## src/rtl/core/tcpa_pkg.sv

```systemverilog
// shared types, constants and helpers for the three-channel pi controller
`timescale 1ns / 1ps

package tcpa_pkg;

  localparam int DIV_W   = 24;
  localparam int DEN_W   = 16;
  localparam int CNT_W   = $clog2(DIV_W);
  localparam int SAT_W   = 28;
  localparam int DRIVE_W = 15;
  localparam int MAG_W   = 24;
  localparam int RCP_W   = 26;

  localparam logic [1:0] REG_PROP_GAIN  = 2'd0;
  localparam logic [1:0] REG_INT_DIV    = 2'd1;
  localparam logic [1:0] REG_WINDUP     = 2'd2;

  localparam logic [7:0]  PROP_GAIN_RST = 8'd105;
  localparam logic [15:0] INT_DIV_RST   = 16'd360;
  localparam logic [7:0]  WINDUP_RST    = 8'd1;

  // divide by 100 as multiply by ceil(2^32 / 100), exact for magnitudes below 2^24
  localparam logic [RCP_W-1:0] SCALE_RECIP = 26'd42949673;
  localparam int               SCALE_SHIFT = 32;
  localparam logic signed [19:0] DRIVE_LIMIT = 20'sd10000;

  typedef struct packed {
    logic [7:0]  prop_gain;
    logic [15:0] integral_divisor;
    logic [7:0]  windup_gain;
  } cfg_t;

  typedef struct packed {
    logic               fin;
    logic [DRIVE_W-1:0] drive;
  } lane_status_t;

  function automatic logic signed [15:0] sat16(input logic signed [SAT_W-1:0] v);
    logic signed [15:0] r;
    if (v > 28'sd32767) begin
      r = 16'sh7fff;
    end else if (v < -28'sd32768) begin
      r = 16'sh8000;
    end else begin
      r = v[15:0];
    end
    return r;
  endfunction

endpackage

```

## src/rtl/core/tcpa_div.sv

```systemverilog
// iterative restoring divider, one quotient bit per cycle
`timescale 1ns / 1ps

module tcpa_div (
  input  logic                        clk,
  input  logic                        rst,
  input  logic                        start,
  input  logic [tcpa_pkg::DIV_W-1:0]  num,
  input  logic [tcpa_pkg::DEN_W-1:0]  den,
  output logic                        done,
  output logic [tcpa_pkg::DIV_W-1:0]  quo
);
  import tcpa_pkg::*;

  logic             busy;
  logic [CNT_W-1:0] cnt;
  logic [DEN_W-1:0] rem;
  logic [DEN_W-1:0] den_r;
  logic [DEN_W:0]   rem_sh;
  logic [DEN_W:0]   rem_dif;
  logic             ge;

  assign rem_sh  = {rem, quo[DIV_W-1]};
  assign ge      = rem_sh >= {1'b0, den_r};
  assign rem_dif = rem_sh - {1'b0, den_r};

  always_ff @(posedge clk) begin
    if (rst) begin
      busy <= 1'b0;
      done <= 1'b0;
      cnt  <= '0;
    end else begin
      done <= 1'b0;
      if (start) begin
        busy <= 1'b1;
        cnt  <= '0;
      end else if (busy) begin
        cnt <= cnt + 1'b1;
        if (cnt == CNT_W'(DIV_W - 1)) begin
          busy <= 1'b0;
          done <= 1'b1;
        end
      end
    end
  end

  always_ff @(posedge clk) begin
    if (start) begin
      rem   <= '0;
      quo   <= num;
      den_r <= den;
    end else if (busy) begin
      rem <= ge ? rem_dif[DEN_W-1:0] : rem_sh[DEN_W-1:0];
      quo <= {quo[DIV_W-2:0], ge};
    end
  end

endmodule

```

## src/rtl/core/tcpa_lane.sv

```systemverilog
// one controller channel: error, integral, scaled drive and clamp excess
`timescale 1ns / 1ps

module tcpa_lane (
  input  logic                   clk,
  input  logic                   rst,
  input  logic                   start,
  input  logic signed [9:0]      sp,
  input  logic signed [15:0]     meas,
  input  tcpa_pkg::cfg_t         cfg,
  input  logic                   ack,
  output tcpa_pkg::lane_status_t status
);
  import tcpa_pkg::*;

  typedef enum logic [3:0] {
    L_IDLE, L_INT, L_SUM, L_ST1, L_DIV1, L_MUL, L_RCP, L_SCL, L_FIN
  } lstate_t;

  lstate_t state;

  logic signed [15:0] integral;
  logic signed [15:0] excess;
  logic signed [15:0] err;
  logic signed [24:0] wprod;
  logic signed [15:0] integ;
  logic signed [17:0] s;
  logic signed [25:0] prod;
  logic signed [19:0] raw;
  logic [MAG_W+RCP_W-1:0] rprod;

  logic signed [17:0] err_full;
  logic signed [26:0] integ_sum;
  logic        [16:0] integ_mag;
  logic [MAG_W-1:0]   prod_mag;
  logic signed [17:0] q1;
  logic signed [17:0] s_next;
  logic signed [19:0] raw_next;
  logic               div_start;
  logic [DIV_W-1:0]   div_num;
  logic [DEN_W-1:0]   div_den;
  logic               div_done;
  logic [DIV_W-1:0]   div_quo;
  logic signed [15:0] excess_next;
  logic [DRIVE_W-1:0] drive;

  assign err_full  = {{8{sp[9]}}, sp} * 18'sd100 - {{2{meas[15]}}, meas};
  assign integ_sum = {{11{integral[15]}}, integral} + {{11{err[15]}}, err}
                     - {{2{wprod[24]}}, wprod};
  assign integ_mag = integ[15] ? 17'(-{integ[15], integ}) : {1'b0, integ};
  assign prod_mag  = prod[25] ? MAG_W'(-prod) : prod[MAG_W-1:0];

  assign q1       = integ[15] ? -{1'b0, div_quo[16:0]} : {1'b0, div_quo[16:0]};
  assign s_next   = {{2{err[15]}}, err} + q1;
  assign raw_next = prod[25] ? -{2'b0, rprod[MAG_W+RCP_W-1:SCALE_SHIFT]} :
                    {2'b0, rprod[MAG_W+RCP_W-1:SCALE_SHIFT]};

  assign div_start = (state == L_ST1);
  assign div_num   = DIV_W'(integ_mag);
  assign div_den   = (cfg.integral_divisor == '0) ? 16'd1 : cfg.integral_divisor;

  tcpa_div u_div (
    .clk   (clk),
    .rst   (rst),
    .start (div_start),
    .num   (div_num),
    .den   (div_den),
    .done  (div_done),
    .quo   (div_quo)
  );

  always_comb begin
    if (raw > DRIVE_LIMIT) begin
      drive       = DRIVE_W'(DRIVE_LIMIT);
      excess_next = sat16(SAT_W'(raw - DRIVE_LIMIT));
    end else if (raw < -DRIVE_LIMIT) begin
      drive       = DRIVE_W'(-DRIVE_LIMIT);
      excess_next = sat16(SAT_W'(raw + DRIVE_LIMIT));
    end else begin
      drive       = raw[DRIVE_W-1:0];
      excess_next = '0;
    end
  end

  assign status.fin   = (state == L_FIN);
  assign status.drive = drive;

  always_ff @(posedge clk) begin
    if (rst) begin
      state    <= L_IDLE;
      integral <= '0;
      excess   <= '0;
    end else begin
      unique case (state)
        L_IDLE: begin
          if (start) begin
            err   <= sat16(SAT_W'(err_full));
            state <= L_INT;
          end
        end
        L_INT: begin
          wprod <= $signed({1'b0, cfg.windup_gain}) * excess;
          state <= L_SUM;
        end
        L_SUM: begin
          integ    <= sat16(SAT_W'(integ_sum));
          integral <= sat16(SAT_W'(integ_sum));
          state    <= L_ST1;
        end
        L_ST1: state <= L_DIV1;
        L_DIV1: begin
          if (div_done) begin
            s     <= s_next;
            state <= L_MUL;
          end
        end
        L_MUL: begin
          prod  <= $signed({1'b0, cfg.prop_gain}) * s;
          state <= L_RCP;
        end
        L_RCP: begin
          rprod <= prod_mag * SCALE_RECIP;
          state <= L_SCL;
        end
        L_SCL: begin
          raw   <= raw_next;
          state <= L_FIN;
        end
        L_FIN: begin
          if (ack) begin
            excess <= excess_next;
            state  <= L_IDLE;
          end
        end
        default: state <= L_IDLE;
      endcase
    end
  end

endmodule

```

## config.mk

```make
export PLATFORM = sky130hd
export DESIGN_NAME = tcpa_lane
export DESIGN_NICKNAME = d
export VERILOG_FILES = /design/src/rtl/core/tcpa_pkg.sv /design/src/rtl/core/tcpa_div.sv /design/src/rtl/core/tcpa_lane.sv
export SDC_FILE = /design/constraint.sdc
export NUM_CORES = 2
export LEC_CHECK = 0
export BUFFER_PORTS_ARGS = -buffer_cell sky130_fd_sc_hd__buf_2
export CAP_MARGIN = 10
export CELL_PAD_IN_SITES_DETAIL_PLACEMENT = 1
export CELL_PAD_IN_SITES_GLOBAL_PLACEMENT = 2
export CORE_ASPECT_RATIO = 1.2
export CORE_UTILIZATION = 43
export CTS_BUF_LIST = sky130_fd_sc_hd__clkbuf_16
export DETAILED_ROUTE_END_ITERATION = 16
export PLACE_DENSITY = 0.95
export SYNTH_ARGS = -nofsm -noshare
export SYNTH_HDL_FRONTEND = slang
export SYNTH_SLANG_ARGS = --single-unit
```

## constraint.sdc

```tcl
create_clock -name clk -period 10.75 [get_ports clk]
set_input_delay 2.15 -clock clk [delete_from_list [all_inputs] [get_ports clk]]
set_output_delay 2.15 -clock clk [all_outputs]
set_load 0.01 [all_outputs]
```

==> results.toml <==
[sta]
finClkSkew_ps = 24.5
finalWorstPathRequiredPeriod_ps = 9030
timing.final.max_slew_violations = 0
timing.setup.tns_ps = 0
rsz0062_at_grt = "false"
worstMarginPinSlew_ps = 1180
finalSetupViolCount = 0
timing.max_slew.rel_slack = 0.210
finalHoldViolCount = 0
period_share = 0.840
maxClockFrequency_mhz = 111

[setup_path]
critPathMaxStageDelay_ps = 620
crit_path_frequent_cell = "fa_1"
buffers_and_inverters_on_the_worst_path = 4
critical_path.reg2reg.startpoint = "prod[6]"
timing.critical_path.arrival_ps = 9420
timing.rr.end = "rprod[49]"
setup.worst_path.start_class = "register"
end_kind = "register"
critPathTopFamily = "adder cells"
crit_path_top_delay_cell = "or4_1"
crit_fanout = 5
r2r_setup_slack_ps = 1720
worst_setup_path_startpoint = "prod[6]"
critical_path_required_ps = 11140
worst_r2r_path_depth = 27
startpoint_to_endpoint_class_of_the_critical_path = "register to register"
worstSetupPathDepth = 27

[yosys]
netlist_instances = 3707
synth.yosys.warnings = 0
count_of_cell_types_in_the_netlist = 81
ys_ff_latch = 237
synthesis.area_per_instance_um2 = 9.40
asr_flop_ratio_synth = 0
synth_enable_flop_cells = 171
seq_area_frac_synth = 0.185
netlist_area_mm2 = 0.0348
synthFlopType = "edfxtp_1"
syn_nets = 4683

[placement]
place_congestion = 0.935
detailed_place_hpwl_um = 75000
dp_cells = 4764
port-buffer-count = 77

[floorplanning]
chipHeight_um = 314
dieWidth_um = 262
dieArea_mm2 = 0.0822
placement_rows = 114
initial_utilization = 0.433
core_area_mm2 = 0.0804
io-pin-count = 78

[power]
powerDensity_mw_per_mm2 = 152
ir_drop_mv = 0.102
power.static_leakage_nw = 18.4

[clock_network]
cts_buffers = 28
post_cts.resized_instances = 0
tritoncts = "built"
cts_hold_buffers = 0
number_of_clock_sinks = 237
path_clk_slew_ps = 70
postCtsSetupBuffers = 0
h-tree-depth = 1
ctsRootBufferMaster = "clkbuf_16"
max-clock-path-buffers = 3
clock_insertion_delay_worst_skew_ps = 580

[flow_run]
max_cap_violations = 0

[final_layout]
multi_input_comb_area_mm2 = 0.0251
stdcell_count = 4817
layout_commonest_cell = "inv_1"
post_route_cells_drive_above_1_share = 0.0509
nFillCells = 9280
most_frequent_cells_in_the_layout = "805 x inv_1, 466 x ha_1, 448 x fa_1, 229 x nand2_1, 205 x and2_1"
design.final.nets = 4726
layout.area.seq_mm2 = 0.00646
area_delta_synth_final_pct = 7.15

[global_route]
grt.overflow.total = 0
grt_pass1_vias = 28800
grt_max_degree = 49
grt_antenna_before_repair = 2
wire_length_of_the_first_global_routing_pass_um = 146000
grt_util_all_layers = 0.222

[worst_hold_path]
worst_hold_path_depth = 2
worstHoldPathType = "register to register"
hold_path_startpoint = "integral[10]"
worst_hold_path.endpoint = "integral[10]"

[run_status]
run_status = "finished, final reports clean"

[route]
route.detailed.drc = 0
wl_per_cell_um = 18.5
routed_via_density = 5.32
antenna_nets_post_route = 0
first_iter_violations = 922
drt_pre_antenna_iters = 5
wl_final_um = 89200
detailroute.via_count = 25600
per-layer routing:
metal | global-route usage | share of wire | up-vias
met5 | 0 | 0.00015 | -
met1 | 0.253 | 0.39 | 13000
met2 | 0.424 | 0.54 | 339
met4 | 0.0852 | 0.040 | 2
met3 | 0.0177 | 0.024 | 173
li1 | - | - | 12100
area by class of cell:
cell class / count / area share
clock buffers: 28 / 0.0188
flip-flops and latches: 237 / 0.173
multi-input cells: 2584 / 0.672
clock inverters: 23 / 0.00587
diodes: 2 / 0.000134
well taps: 1044 / 0.0350
inverters: 796 / 0.0800
repair buffers: 103 / 0.0156
sequential cells by signal, indices dropped and copies added, names as in the netlist, 16 cells and up:
name,cells
prod,25
wprod,25
u_div.quo,24
raw,20
rprod,18
s,18
err,16
excess,16
integ,16
integral,16
u_div.den_r,16
u_div.rem,16
logic make-up (layout without fill, tap and decap cells):
group / after synthesis / in the layout / share of synthesized area
compound gates: 564 / 564 / 0.105
xor+xnor: 211 / 211 / 0.0533
fa+ha+maj: 914 / 914 / 0.425
buf+inv: 886 / 950 / 0.0957
flops: 237 / 237 / 0.185
mux: 26 / 26 / 0.00790
other cells: 0 / 2 / 0
simple gates: 869 / 869 / 0.128
power by group:
part	leakage (nW)	total, mW	switching (mW)	internal, mW
Combinational	15.8	3.42	1.99	1.44
Sequential	2.09	1.27	0.0793	1.19
Clock	0.482	0.984	0.416	0.568
worst max path at each step:
stage                      to  slack, ps
finish              rprod[49]       1720
global route        rprod[49]       1250
CTS                 rprod[46]       1710
detailed placement  rprod[46]       1780
global placement    rprod[46]       2080
floorplan           rprod[42]       2390
through the flow:
stage / hold WS (ps) / utilization / cell area [um2] / power (mW) / worst slack (ps)
6_report: 451 / 0.464 / 37300 / 5.68 / 1720
3_5_place_dp: 443 / 0.453 / 36400 / 4.72 / 1780
5_1_grt: 469 / 0.464 / 37300 / 6.19 / 1250
4_1_cts: 451 / 0.464 / 37300 / 5.74 / 1710
3_3_place_gp: 434 / 0.453 / 36400 / 4.57 / 2080
2_1_floorplan: 425 / - / 34800 / 3.86 / 2390
synthesized netlist by cell type (23+ instances only):
library cell	instances	area (um2)
clkbuf_1	86	323
nand2b_1	24	150
nor2_1	148	556
nand3_1	50	250
xor2_1	68	596
o21a_1	33	248
o21ai_0	125	626
xnor2_1	142	1240
edfxtp_1	171	5130
mux2i_1	23	230
fa_1	448	8970
inv_1	796	2990
nor3_1	54	270
a21o_1	63	473
and2_1	205	1280
dfxtp_1	66	1320
ha_1	466	5830
nand4_1	26	163
a21oi_1	149	746
nand2_1	229	860
tightest hold or removal path: stages, from the launching register on:
cell and delay [ps]:
dfxtp_1 310, nand2_1 50, o21ai_1 50
Note: power is estimated with default switching activity, not from simulation.
